$ cat src/rtl/mfd_pkg.sv
// mfd_pkg: types, constants and helper functions of the motor feedback frame decoder
// no dependencies; compile first
package mfd_pkg;

  localparam int FRAME_W   = 64;
  localparam int LEN_W     = 4;
  localparam int CFG_W     = 32;
  localparam int CFG_IDX_W = 3;
  localparam int VAL_W     = 32;
  localparam int TURN_W    = 32;
  localparam int ANGLE_W   = 48;
  localparam int BYTE_W    = 8;
  localparam int ID_W      = 4;
  localparam int FAULT_W   = 3;

  // defaults of the top level parameters
  localparam int POSITION_BITS_DEF    = 16;
  localparam int SMALL_FIELD_BITS_DEF = 12;
  localparam int QUEUE_DEPTH_DEF      = 4;

  // widest codes the frame can carry
  localparam int POS_CODE_MAX   = 16;
  localparam int SMALL_CODE_MAX = 12;

  // frame layout, byte 0 in the top bits
  localparam int ERR_MSB   = 63;
  localparam int ID_MSB    = 59;
  localparam int POS_MSB   = 55;
  localparam int VEL_MSB   = 39;
  localparam int TORQ_MSB  = 27;
  localparam int MOS_MSB   = 15;
  localparam int ROTOR_MSB = 7;

  localparam logic [LEN_W-1:0] FRAME_BYTES = LEN_W'(8);

  // raw error nibbles that are reported
  localparam logic [ID_W-1:0] FAULT_LO   = 4'h8;
  localparam logic [ID_W-1:0] FAULT_HI   = 4'hE;
  localparam logic [ID_W-1:0] FAULT_BIAS = 4'h7;

  // register indexes
  localparam logic [CFG_IDX_W-1:0] REG_POS_MIN  = 3'd0;
  localparam logic [CFG_IDX_W-1:0] REG_POS_MAX  = 3'd1;
  localparam logic [CFG_IDX_W-1:0] REG_VEL_MIN  = 3'd2;
  localparam logic [CFG_IDX_W-1:0] REG_VEL_MAX  = 3'd3;
  localparam logic [CFG_IDX_W-1:0] REG_TORQ_MIN = 3'd4;
  localparam logic [CFG_IDX_W-1:0] REG_TORQ_MAX = 3'd5;

  localparam logic signed [CFG_W-1:0] POS_MIN_RST  = -32'sd819200;
  localparam logic signed [CFG_W-1:0] POS_MAX_RST  = 32'sd819200;
  localparam logic signed [CFG_W-1:0] VEL_MIN_RST  = -32'sd1966080;
  localparam logic signed [CFG_W-1:0] VEL_MAX_RST  = 32'sd1966080;
  localparam logic signed [CFG_W-1:0] TORQ_MIN_RST = -32'sd655360;
  localparam logic signed [CFG_W-1:0] TORQ_MAX_RST = 32'sd655360;

  typedef struct packed {
    logic signed [CFG_W-1:0] pos_min;
    logic signed [CFG_W-1:0] pos_max;
    logic signed [CFG_W-1:0] vel_min;
    logic signed [CFG_W-1:0] vel_max;
    logic signed [CFG_W-1:0] torq_min;
    logic signed [CFG_W-1:0] torq_max;
  } cfg_t;

  // one classified frame, codes right aligned
  typedef struct packed {
    logic                      ok;
    logic [ID_W-1:0]           motor_id;
    logic [FAULT_W-1:0]        fault;
    logic [POS_CODE_MAX-1:0]   pcode;
    logic [SMALL_CODE_MAX-1:0] vcode;
    logic [SMALL_CODE_MAX-1:0] tcode;
    logic [BYTE_W-1:0]         mos_temp;
    logic [BYTE_W-1:0]         rotor_temp;
  } frame_item_t;

  typedef struct packed {
    logic full;
    logic empty;
  } q_stat_t;

  // fold steps needed to divide an xw-bit value by 2^n - 1
  function automatic int fold_steps(input int xw, input int n);
    int w;
    int cnt;
    w = xw;
    cnt = 0;
    for (int i = 0; i < 64; i++) begin
      if (w > n + 1) begin
        w = ((w - n > n) ? w - n : n) + 1;
        cnt++;
      end
    end
    return cnt + 2;
  endfunction

  function automatic int max_int(input int a, input int b);
    return (a > b) ? a : b;
  endfunction

endpackage

$ cat src/rtl/mfd_fifo.sv
// mfd_fifo: short first-in first-out queue in flip-flops between front and back
// depends on mfd_pkg
module mfd_fifo import mfd_pkg::*; #(
  parameter int WIDTH = $bits(frame_item_t),
  parameter int DEPTH = QUEUE_DEPTH_DEF
) (
  input  logic             clk,
  input  logic             rst_n,
  input  logic             push,
  input  logic [WIDTH-1:0] din,
  input  logic             pop,
  output logic [WIDTH-1:0] dout,
  output q_stat_t          stat
);

  localparam int PTR_W = (DEPTH > 1) ? $clog2(DEPTH) : 1;
  localparam int CNT_W = $clog2(DEPTH + 1);

  logic [WIDTH-1:0] mem_r [DEPTH];
  logic [PTR_W-1:0] wr_ptr_r, rd_ptr_r;
  logic [CNT_W-1:0] cnt_r, cnt_nxt;

  assign stat.full  = cnt_r == CNT_W'(DEPTH);
  assign stat.empty = cnt_r == '0;
  assign dout       = mem_r[rd_ptr_r];

  always_comb begin
    cnt_nxt = cnt_r;
    if (push && !pop) begin
      cnt_nxt = cnt_r + CNT_W'(1);
    end else if (pop && !push) begin
      cnt_nxt = cnt_r - CNT_W'(1);
    end
  end

  always_ff @(posedge clk) begin
    if (!rst_n) begin
      wr_ptr_r <= '0;
      rd_ptr_r <= '0;
      cnt_r    <= '0;
    end else begin
      cnt_r <= cnt_nxt;
      if (push) begin
        wr_ptr_r <= (wr_ptr_r == PTR_W'(DEPTH - 1)) ? '0 : wr_ptr_r + PTR_W'(1);
      end
      if (pop) begin
        rd_ptr_r <= (rd_ptr_r == PTR_W'(DEPTH - 1)) ? '0 : rd_ptr_r + PTR_W'(1);
      end
    end
  end

  always_ff @(posedge clk) begin
    if (push) begin
      mem_r[wr_ptr_r] <= din;
    end
  end

endmodule

$ cat config.mk
export PLATFORM = sky130hd
export DESIGN_NAME = mfd_fifo
export DESIGN_NICKNAME = d
export VERILOG_FILES = /design/src/rtl/mfd_pkg.sv /design/src/rtl/mfd_fifo.sv
export SDC_FILE = /design/constraint.sdc
export NUM_CORES = 1
export LEC_CHECK = 0
export BUFFER_PORTS_ARGS = -buffer_cell sky130_fd_sc_hd__clkbuf_2
export CORE_ASPECT_RATIO = 1.75
export CORE_MARGIN = 5
export CORE_UTILIZATION = 57
export CTS_CLUSTER_DIAMETER = 80
export CTS_CLUSTER_SIZE = 24
export DETAILED_ROUTE_END_ITERATION = 6
export PLACE_DENSITY_LB_ADDON = 0.12
export REMOVE_ABC_BUFFERS = 1
export SYNTH_ARGS = -nofsm -noshare
export SYNTH_HDL_FRONTEND = slang
export SYNTH_SLANG_ARGS = --single-unit
$ cat constraint.sdc
create_clock -name clk -period 3.53 [get_ports clk]
set_input_delay 0.353 -clock clk [delete_from_list [all_inputs] [get_ports clk]]
set_output_delay 0.353 -clock clk [all_outputs]
set_load 0.05 [all_outputs]
==> run summary <==
## Run status
- outcome: finished, final reports clean

## GRT
- Congestion Overflow GR: 0
- largest net degree at the start of global routing: 65
- global-route wire length before repair: 25100 um
- global router's overall resource usage: 16.8%
- vias in the first global route: 4610
- initial antenna violation count: 1

## Timing
- Fin Setup TNS: 0 ns
- Worst-Margin Slew: 0.991 ns
- Setup Skew: 0.0168 ns
- final worst path period share: 77.5%
- max-slew violations: 0
- RSZ-0062 raised after global routing: false
- final setup violation count: 0
- shortest period the worst path allows: 2.74 ns
- final hold violation count: 0
- worst setup slack after layout: 0.794 ns
- Max Freq: 365 MHz
- worst max-slew margin expressed relative to the limit: 33.9%

## Route
- number of violations reported at the end of detailed-routing iteration 0: 208
- ANT nets after route: 0
- 1st-pass router iterations: 4
- via count: 4178
- total wire length after detailed routing: 16400 um
- post-detailed-route via-to-cell ratio: 5.55
- drc violations: 0
- post-detailed-route wirelength per cell: 21.7 um

## Clock network
- Hold Buf Count CTS: 0
- master cell of the clock root buffer: clkbuf_16
- TritonCTS buffer count: 15
- latest clock arrival within the worst-skew pair: 0.48 ns
- Setup Buffers After CTS: 0
- number of clock sinks seen by CTS: 265
- H-Tree Level Count: 1
- clk buf depth: 3
- count of cells resized by post-cts repair: 0
- CTS clock-pin slew for the worst setup and hold paths: 0.09 ns
- clock tree from TritonCTS: yes

## Placement
- count of input and output buffers: 133
- HPWL after detailed placement: 9770 um
- worst setup slack after placement: 1.22 ns
- instance area at placement: 10600 um^2
- gpl congestion: 0.691

## Critical path
- worst endpoint data arrival time: 2.38 ns
- slowest stage cell, crit path: dfxtp_4
- largest driver fanout on the critical path: 28
- delay of the slowest critical-path stage: 0.73 ns
- count of buffer and inverter cells on the critical path: 2
- Reg2Reg Setup Slack: 1.70 ns
- critical path type: flip-flop to output port
- cell breakdown of the critical path: buf_4 > mux4_2 > clkbuf_2
- cell family contributing the most delay on the critical path: flip-flops
- endpoint type of the worst setup path: output port
- CP Data Required Time: 3.18 ns
- kind of launch point of the worst setup path: flip-flop

## Layout
- total area of sequential cells: 7880 um^2
- layout cell share with drive strength beyond 1: 41.5%
- Final Util: 65.5%
- Finished Cell Area: 11000 um^2
- net count reported at finish: 591
- fill cell instance count of the final layout: 1183
- Multi-input gate area: 1730 um^2
- area added between synthesis and finish: 13.1%

## Pwr
- static leakage power: 0.00371 uW
- part of the total power dissipated in the clock network: 27.9%
- relative contribution of sequential cells to total power: 58.5%
- net switching power: 1600 uW
- internal power: 4680 uW
- combinational group share of total power: 13.6%
- IR Drop Worst-Case VDD: 513 uV
- Sw Share: 25.4%
- Power per Cell Area: 568 nW/um^2

## Die
- floorplan core area: 16900 um^2
- die height: 183 um
- area of the die: 20000 um^2
- die span in x: 109 um
- Starting Density: 57.9%
- number of top-level design ports: 134
- number of core rows: 63

## Synth
- summed instance area of the synthesized netlist: 9770 um^2
- mean instance size in the synthesized netlist: 25.8 um^2
- yosys warns: 0
- number of library cell types mapped by synthesis: 23
- post-synthesis instance total: 378
- Seq/Total Area, Yosys: 80.5%
- Synth Register Bits: 265

## Job
- number of maximum-capacitance violations: 0

## Min path
- path type of the worst min-delay path: input pin to flip-flop

[cell type report]
class                           count  share of cell area (%)
Antenna cell                        1                  0.0227
Clock inverter                      2                   0.351
Timing Repair Buffer              135                    6.27
Inverter                            4                   0.136
Sequential cell                   265                    71.3
Multi-Input combinational cell     95                    15.7
Tap cell                          227                    2.57
Clock buffer                       24                    3.70
[stage by stage]
| stage | std cells | total power, uW | hold slack, ns |
|---|---|---|---|
| finish | 753 | 6280 | 0.0806 |
| global route | 753 | 6530 | 0.0544 |
| CTS | 752 | 6350 | 0.0593 |
| detailed placement | 726 | 4620 | 0.558 |
| global placement | 726 | 4590 | 0.483 |
| floorplan | 364 | 4360 | 0.452 |
[synth_stat cells]
cell type  number  area share [%]
a21boi_0        1           0.077
and2_1          5            0.32
buf_12          6             1.2
buf_2           6            0.31
buf_6           1            0.12
clkbuf_2        1           0.051
dfxtp_1         9             1.8
edfxtp_1      256              79
fa_1            1            0.20
ha_1            6            0.77
inv_1           4            0.15
mux2i_1         4            0.41
mux4_1          4             1.1
mux4_2         60              14
nor2_1          1           0.038
nor2b_1         5            0.32
nor3_1          2            0.10
nor3b_1         1           0.077
o21a_1          1           0.077
o21ai_0         1           0.051
or3_1           1           0.064
xnor2_1         1           0.090
xor2_1          1           0.090
[cells in the final DEF (no fill, tap or decap), types with 2 or more instances in the layout]
cell type and n:
edfxtp_1 256, clkbuf_2 133, mux4_2 60, clkbuf_16 15, clkbuf_1 9, dfxtp_1 7, ha_1 6, nor2b_1 5
inv_1 4, and2_4 4, mux4_1 4, mux2i_1 4, nor3_1 2, dfxtp_4 2
[path summary, 6_finish.rpt]
kind	startpoint	end	cells past startpoint
setup / recovery	flip-flop	dout[11]	3
hold / removal	din[21]	mem_r[2][21]	1
setup reg to reg	wr_ptr_r[0]	mem_r[3][34]	2
hold reg to reg	cnt_r[2]	cnt_r[2]	2
[cell families (layout without fill, tap and decap cells)]
kind of cell | Yosys count | count (layout) | synth area share [%]
compound gates | 3 | 3 | 0.205
xor+xnor | 2 | 2 | 0.179
fa+ha+maj | 7 | 7 | 0.973
buf+inv | 18 | 165 | 1.86
flops | 265 | 265 | 80.5
mux | 68 | 68 | 15.3
other cells | 0 | 1 | 0
simple gates | 15 | 15 | 0.922
[worst register-to-register path, cell delays in order, from the launching register on]
cell and delay, ns:
dfxtp_1 0.41, ha_1 0.20, and2_4 0.81
[routing by layer]
metal	GRT usage (%)	wire, um
met1	20.1	5990
met2	30.9	9130
met3	3.10	966
met4	4.20	273
met5	0	0
[registers in the layout (all words and copies together) (netlist names), named ones only]
name	count
wr_ptr_r	2
cnt_r	3
rd_ptr_r	2
mem_r	256
[power by group through the flow]
| stage | Combinational (uW) | Clock [uW] | Sequential, uW |
|---|---|---|---|
| finish | 853 | 1750 | 3670 |
| global route | 898 | 1950 | 3690 |
| CTS | 870 | 1810 | 3680 |
| detailed placement | 868 | 0 | 3750 |
| global placement | 852 | 0 | 3730 |
| floorplan | 628 | 0 | 3740 |
(Power assumes the default switching activity.)
