File: src/rtl/mfd_pkg.sv
// mfd_pkg: types, constants and helper functions of the motor feedback frame decoder
// no dependencies; compile first
package mfd_pkg;

  localparam int FRAME_W   = 64;
  localparam int LEN_W     = 4;
  localparam int CFG_W     = 32;
  localparam int CFG_IDX_W = 3;
  localparam int VAL_W     = 32;
  localparam int TURN_W    = 32;
  localparam int ANGLE_W   = 48;
  localparam int BYTE_W    = 8;
  localparam int ID_W      = 4;
  localparam int FAULT_W   = 3;

  // defaults of the top level parameters
  localparam int POSITION_BITS_DEF    = 16;
  localparam int SMALL_FIELD_BITS_DEF = 12;
  localparam int QUEUE_DEPTH_DEF      = 4;

  // widest codes the frame can carry
  localparam int POS_CODE_MAX   = 16;
  localparam int SMALL_CODE_MAX = 12;

  // frame layout, byte 0 in the top bits
  localparam int ERR_MSB   = 63;
  localparam int ID_MSB    = 59;
  localparam int POS_MSB   = 55;
  localparam int VEL_MSB   = 39;
  localparam int TORQ_MSB  = 27;
  localparam int MOS_MSB   = 15;
  localparam int ROTOR_MSB = 7;

  localparam logic [LEN_W-1:0] FRAME_BYTES = LEN_W'(8);

  // raw error nibbles that are reported
  localparam logic [ID_W-1:0] FAULT_LO   = 4'h8;
  localparam logic [ID_W-1:0] FAULT_HI   = 4'hE;
  localparam logic [ID_W-1:0] FAULT_BIAS = 4'h7;

  // register indexes
  localparam logic [CFG_IDX_W-1:0] REG_POS_MIN  = 3'd0;
  localparam logic [CFG_IDX_W-1:0] REG_POS_MAX  = 3'd1;
  localparam logic [CFG_IDX_W-1:0] REG_VEL_MIN  = 3'd2;
  localparam logic [CFG_IDX_W-1:0] REG_VEL_MAX  = 3'd3;
  localparam logic [CFG_IDX_W-1:0] REG_TORQ_MIN = 3'd4;
  localparam logic [CFG_IDX_W-1:0] REG_TORQ_MAX = 3'd5;

  localparam logic signed [CFG_W-1:0] POS_MIN_RST  = -32'sd819200;
  localparam logic signed [CFG_W-1:0] POS_MAX_RST  = 32'sd819200;
  localparam logic signed [CFG_W-1:0] VEL_MIN_RST  = -32'sd1966080;
  localparam logic signed [CFG_W-1:0] VEL_MAX_RST  = 32'sd1966080;
  localparam logic signed [CFG_W-1:0] TORQ_MIN_RST = -32'sd655360;
  localparam logic signed [CFG_W-1:0] TORQ_MAX_RST = 32'sd655360;

  typedef struct packed {
    logic signed [CFG_W-1:0] pos_min;
    logic signed [CFG_W-1:0] pos_max;
    logic signed [CFG_W-1:0] vel_min;
    logic signed [CFG_W-1:0] vel_max;
    logic signed [CFG_W-1:0] torq_min;
    logic signed [CFG_W-1:0] torq_max;
  } cfg_t;

  // one classified frame, codes right aligned
  typedef struct packed {
    logic                      ok;
    logic [ID_W-1:0]           motor_id;
    logic [FAULT_W-1:0]        fault;
    logic [POS_CODE_MAX-1:0]   pcode;
    logic [SMALL_CODE_MAX-1:0] vcode;
    logic [SMALL_CODE_MAX-1:0] tcode;
    logic [BYTE_W-1:0]         mos_temp;
    logic [BYTE_W-1:0]         rotor_temp;
  } frame_item_t;

  typedef struct packed {
    logic full;
    logic empty;
  } q_stat_t;

  // fold steps needed to divide an xw-bit value by 2^n - 1
  function automatic int fold_steps(input int xw, input int n);
    int w;
    int cnt;
    w = xw;
    cnt = 0;
    for (int i = 0; i < 64; i++) begin
      if (w > n + 1) begin
        w = ((w - n > n) ? w - n : n) + 1;
        cnt++;
      end
    end
    return cnt + 2;
  endfunction

  function automatic int max_int(input int a, input int b);
    return (a > b) ? a : b;
  endfunction

endpackage

File: src/rtl/mfd_if.sv
// mfd_in_if / mfd_out_if: valid-ready channels of the frame decoder
// depends on mfd_pkg
interface mfd_in_if import mfd_pkg::*; ();
  logic                 valid;
  logic                 ready;
  logic [FRAME_W-1:0]   frame_data;
  logic [LEN_W-1:0]     frame_length;

  modport source(output valid, frame_data, frame_length, input ready);
  modport sink(input valid, frame_data, frame_length, output ready);
endinterface


File: src/rtl/mfd_front.sv
// mfd_front: input register that takes a frame, checks its length and unpacks its fields
// depends on mfd_pkg and mfd_in_if
module mfd_front import mfd_pkg::*; #(
  parameter int POSITION_BITS    = POSITION_BITS_DEF,
  parameter int SMALL_FIELD_BITS = SMALL_FIELD_BITS_DEF
) (
  input  logic        clk,
  input  logic        rst_n,
  mfd_in_if.sink      in_if,
  input  q_stat_t     q_stat,
  output logic        push,
  output frame_item_t item
);

  logic        f_valid_r;
  frame_item_t f_item_r;
  frame_item_t cls;
  logic        take;
  logic [ID_W-1:0] err;

  assign push        = f_valid_r && !q_stat.full;
  assign in_if.ready = !f_valid_r || !q_stat.full;
  assign take        = in_if.valid && in_if.ready;
  assign item        = f_item_r;
  assign err         = in_if.frame_data[ERR_MSB -: ID_W];

  always_comb begin
    cls.ok         = in_if.frame_length >= FRAME_BYTES;
    cls.motor_id   = in_if.frame_data[ID_MSB -: ID_W];
    cls.fault      = (err >= FAULT_LO && err <= FAULT_HI) ? FAULT_W'(err - FAULT_BIAS) : '0;
    cls.pcode      = POS_CODE_MAX'(in_if.frame_data[POS_MSB -: POSITION_BITS]);
    cls.vcode      = SMALL_CODE_MAX'(in_if.frame_data[VEL_MSB -: SMALL_FIELD_BITS]);
    cls.tcode      = SMALL_CODE_MAX'(in_if.frame_data[TORQ_MSB -: SMALL_FIELD_BITS]);
    cls.mos_temp   = in_if.frame_data[MOS_MSB -: BYTE_W];
    cls.rotor_temp = in_if.frame_data[ROTOR_MSB -: BYTE_W];
  end

  always_ff @(posedge clk) begin
    if (!rst_n) begin
      f_valid_r <= 1'b0;
    end else if (take) begin
      f_valid_r <= 1'b1;
    end else if (push) begin
      f_valid_r <= 1'b0;
    end
  end

  always_ff @(posedge clk) begin
    if (take) begin
      f_item_r <= cls;
    end
  end

endmodule

File: src/flat_wrapper.sv
// flat-port wrapper written by rule: the top's interface ports become plain ports
module mfd_front_flat import mfd_pkg::*;
#(
  parameter int POSITION_BITS    = POSITION_BITS_DEF,
  parameter int SMALL_FIELD_BITS = SMALL_FIELD_BITS_DEF
)
  (clk, rst_n, q_stat, push, item, in_if_valid, in_if_frame_data, in_if_frame_length, in_if_ready);
  mfd_in_if in_if_i ();
  input  logic clk;
  input  logic rst_n;
  input  q_stat_t q_stat;
  output logic push;
  output frame_item_t item;
  input wire logic [$bits(in_if_i.valid)-1:0] in_if_valid;
  input wire logic [$bits(in_if_i.frame_data)-1:0] in_if_frame_data;
  input wire logic [$bits(in_if_i.frame_length)-1:0] in_if_frame_length;
  output wire logic [$bits(in_if_i.ready)-1:0] in_if_ready;
  assign in_if_i.valid = in_if_valid;
  assign in_if_i.frame_data = in_if_frame_data;
  assign in_if_i.frame_length = in_if_frame_length;
  assign in_if_ready = in_if_i.ready;
  mfd_front #(.POSITION_BITS(POSITION_BITS), .SMALL_FIELD_BITS(SMALL_FIELD_BITS)) u_core (.clk(clk), .rst_n(rst_n), .in_if(in_if_i), .q_stat(q_stat), .push(push), .item(item));
endmodule
File: config.mk
export PLATFORM = sky130hd
export DESIGN_NAME = mfd_front_flat
export DESIGN_NICKNAME = d
export VERILOG_FILES = /design/src/rtl/mfd_pkg.sv /design/src/rtl/mfd_if.sv /design/src/rtl/mfd_front.sv /design/src/flat_wrapper.sv
export SDC_FILE = /design/constraint.sdc
export NUM_CORES = 1
export LEC_CHECK = 0
export ABC_AREA = 1
export BUFFER_PORTS_ARGS = -buffer_cell sky130_fd_sc_hd__buf_2
export CAP_MARGIN = 20
export CORE_MARGIN = 2
export CORE_UTILIZATION = 37
export DETAILED_ROUTE_END_ITERATION = 16
export PLACE_DENSITY = 0.75
export SLEW_MARGIN = 10
export SYNTH_ARGS = -nofsm -noshare
export SYNTH_HDL_FRONTEND = slang
export SYNTH_SLANG_ARGS = --single-unit
File: constraint.sdc
create_clock -name clk -period 4.8 [get_ports clk]
set_input_delay 0.96 -clock clk [delete_from_list [all_inputs] [get_ports clk]]
set_output_delay 0.96 -clock clk [all_outputs]
set_load 0.005 [all_outputs]
==> impl_metrics.env <==
export IMPL_antenna_found_initial=0
export IMPL_tns_ps=0
export IMPL_die_w_um=78.43
export IMPL_syn_inst=86
export IMPL_io_buffers=134
export IMPL_arrival_ps=2300
export IMPL_drt_iter0_drc=22
export IMPL_grt_busiest_layer="met2"
export IMPL_synth_area_per_cell_sq_um=23.83
export IMPL_use_met2_pct=20.09
export IMPL_place_inst=292
export IMPL_rsz0062_at_grt="false"
export IMPL_final_max_slew_violation_count=0
export IMPL_via_count=1254
export IMPL_layout_drive_gt1_share_pct=64.26
export IMPL_areaGrowthSynthToFinish_pct=46.46
export IMPL_leakagePower_uw=0.001324
export IMPL_hold_viol=0
export IMPL_initial_core_util_pct=37.68
export IMPL_ctsHoldBuffers=0
export IMPL_post_cts_setup_buffer_count=0
export IMPL_ys_seq_area_share_pct=94.75
export IMPL_viasPerCell=4.085
export IMPL_syn_area_sq_mm=0.002049
export IMPL_grt_util_met1_pct=14.03
export IMPL_final_area_sq_mm=0.003002
export IMPL_placed_area_sq_mm=0.002825
export IMPL_cap_violations=0
export IMPL_min_delay_path_depth=2
export IMPL_num_antenna_cells=0
export IMPL_fin_skew_ps=5.843
export IMPL_cp_slowest_cell="a21oi_4"
export IMPL_tightestPinTransition_ps=774.4
export IMPL_gr_total_overflow=0
export IMPL_yosysWarnings=0
export IMPL_rows=27
export IMPL_globalRouteTotalUtil_pct=13.90
export IMPL_fin_cells=307
export IMPL_path_cells="buf_2 > a21oi_4 > buf_4"
export IMPL_syn_num_nets=161
export IMPL_slew_headroom_pct=48.26
export IMPL_ys_seq_elements=65
export IMPL_die_h_um=78.43
export IMPL_insertion_delay_ps=330
export IMPL_fin_nets=306
export IMPL_remaining_drc_errors=0
export IMPL_grt_use_met3_pct=9.770
export IMPL_dieArea_sq_mm=0.006150
export IMPL_drtAntennaViolNets=0
export IMPL_gp_congestion=0.7220
export IMPL_fin_crit_sh_pct=48.42
export IMPL_setup_viol=0
export IMPL_cp_required_ps=4770
export IMPL_tritoncts="done"
export IMPL_clock_sinks=65
export IMPL_cp_max_fo=40
export IMPL_grt_pass1_vias=1278
export IMPL_critical_path_class="in -> reg"
export IMPL_irDropWorstVdd_uv=245.1
export IMPL_fmax_mhz=430.3
export IMPL_hp_class="reg -> reg"
export IMPL_fin_crit_ps=2324
export IMPL_htree_levels=3
export IMPL_status="complete, no violations"
export IMPL_wl_um=4074
export IMPL_critPathLaunchType="input port"
export IMPL_powerDensity_mw_per_mm2=389.9
export IMPL_core_area_sq_mm=0.005439
export IMPL_cpPeakStageDelay_ps=630
export IMPL_worstSetupEndpointType="flip-flop"
export IMPL_root_buffer="clkbuf_8"
export IMPL_grt_pass1_wl_um=5906
export IMPL_cts_buffer_depth=2
export IMPL_synth_cell_types=12
export IMPL_post_cts_resized=0
export IMPL_cts_clk_slew_worst_paths_ps=60
export IMPL_cts_buffers_inserted=9
export IMPL_whs_ps=533.6
export IMPL_grt_max_degree=41
export IMPL_first_pass_iters=4
export IMPL_rr_worst_depth=2
export IMPL_wire_per_inst_um=13.27
export IMPL_io_pins=139
==> critical path, delay by kind of cell <==
kind | cells | cell delay (ps)
AO/OA/AOI/OAI | 1 | 630
buffers and inverters | 2 | 670
==> synthesized netlist by cell type <==
master / n / area share [%]
inv_1: 6 / 1.1
clkbuf_1: 1 / 0.18
nor2_2: 1 / 0.31
nor2_1: 3 / 0.55
nand3_1: 1 / 0.24
a21boi_1: 1 / 0.37
dfxtp_1: 1 / 0.98
a21oi_1: 1 / 0.24
nand2_2: 1 / 0.31
nand2_1: 4 / 0.73
ha_1: 2 / 1.2
edfxtp_1: 64 / 94
==> through the flow <==
stage	utilization [%]	setup WS, ps	power [uW]
after floorplan	-	184.5	707.6
after global placement	51.94	2145	766.4
after detailed placement	51.94	2126	769.1
after CTS	55.19	2487	1189
after global routing	55.19	2389	1219
final	55.19	2476	1170
==> metal layers <==
layer	up-vias	part of all wire (%)
li1	612	-
met1	544	35
met2	89	47
met3	9	15
met4	0	2.1
met5	-	0
==> sequential cells by signal, indices dropped and copies added (netlist names) <==
register          flops
u_core.f_valid_r      1
u_core.item          64
==> area by class of cell <==
cell class,count,area (sq um)
Clock buffer,11,131.4
Timing Repair Buffer,135,678.2
Multi-Input combinational cell,14,92.59
Clock inverter,4,45.04
Inverter,6,22.52
Sequential cell,65,1942
Fill cell,452,2437
Tap cell,72,90.09
==> where the power goes <==
| group | internal [uW] | total (uW) | switching, uW | leakage [uW] |
|---|---|---|---|---|
| logic | 42.7 | 83.9 | 41.3 | 0.000603 |
| clock network | 234 | 415 | 181 | 0.0000929 |
| registers | 664 | 671 | 7.24 | 0.000628 |
| total | 941 | 1170 | 229 | 0.00132 |
==> path summary, 6_finish.rpt <==
path | from | end | slack, ps
min | u_core.f_valid_r$_SDFFE_PN0P_ | u_core.f_valid_r$_SDFFE_PN0P_ | 530
max reg2reg | u_core.f_valid_r$_SDFFE_PN0P_ | u_core.item[20]$_DFFE_PP_ | 2890
max | q_stat[1] | u_core.item[20]$_DFFE_PP_ | 2480
min reg2reg | u_core.f_valid_r$_SDFFE_PN0P_ | u_core.f_valid_r$_SDFFE_PN0P_ | 530
==> cells by family (layout without fill, tap and decap cells) <==
logic type / after synthesis / count (layout) / share of synthesized area [%]
and+or+nand+nor: 10 / 10 / 2.137
buffers and inverters: 7 / 156 / 1.282
DFF: 65 / 65 / 94.75
AOI/OAI and AO/OA: 2 / 2 / 0.6104
adders and majority gates: 2 / 2 / 1.221
==> cell usage in the layout, fill, tap and decap left out, drive strengths merged, types with 2 or more instances in the layout <==
| master | count |
|---|---|
| clkinv | 3 |
| inv | 6 |
| nand2 | 5 |
| clkbuf | 11 |
| ha | 2 |
| nor2 | 4 |
| edfxtp | 64 |
| buf | 135 |
Power figures use the tool's default switching activity.
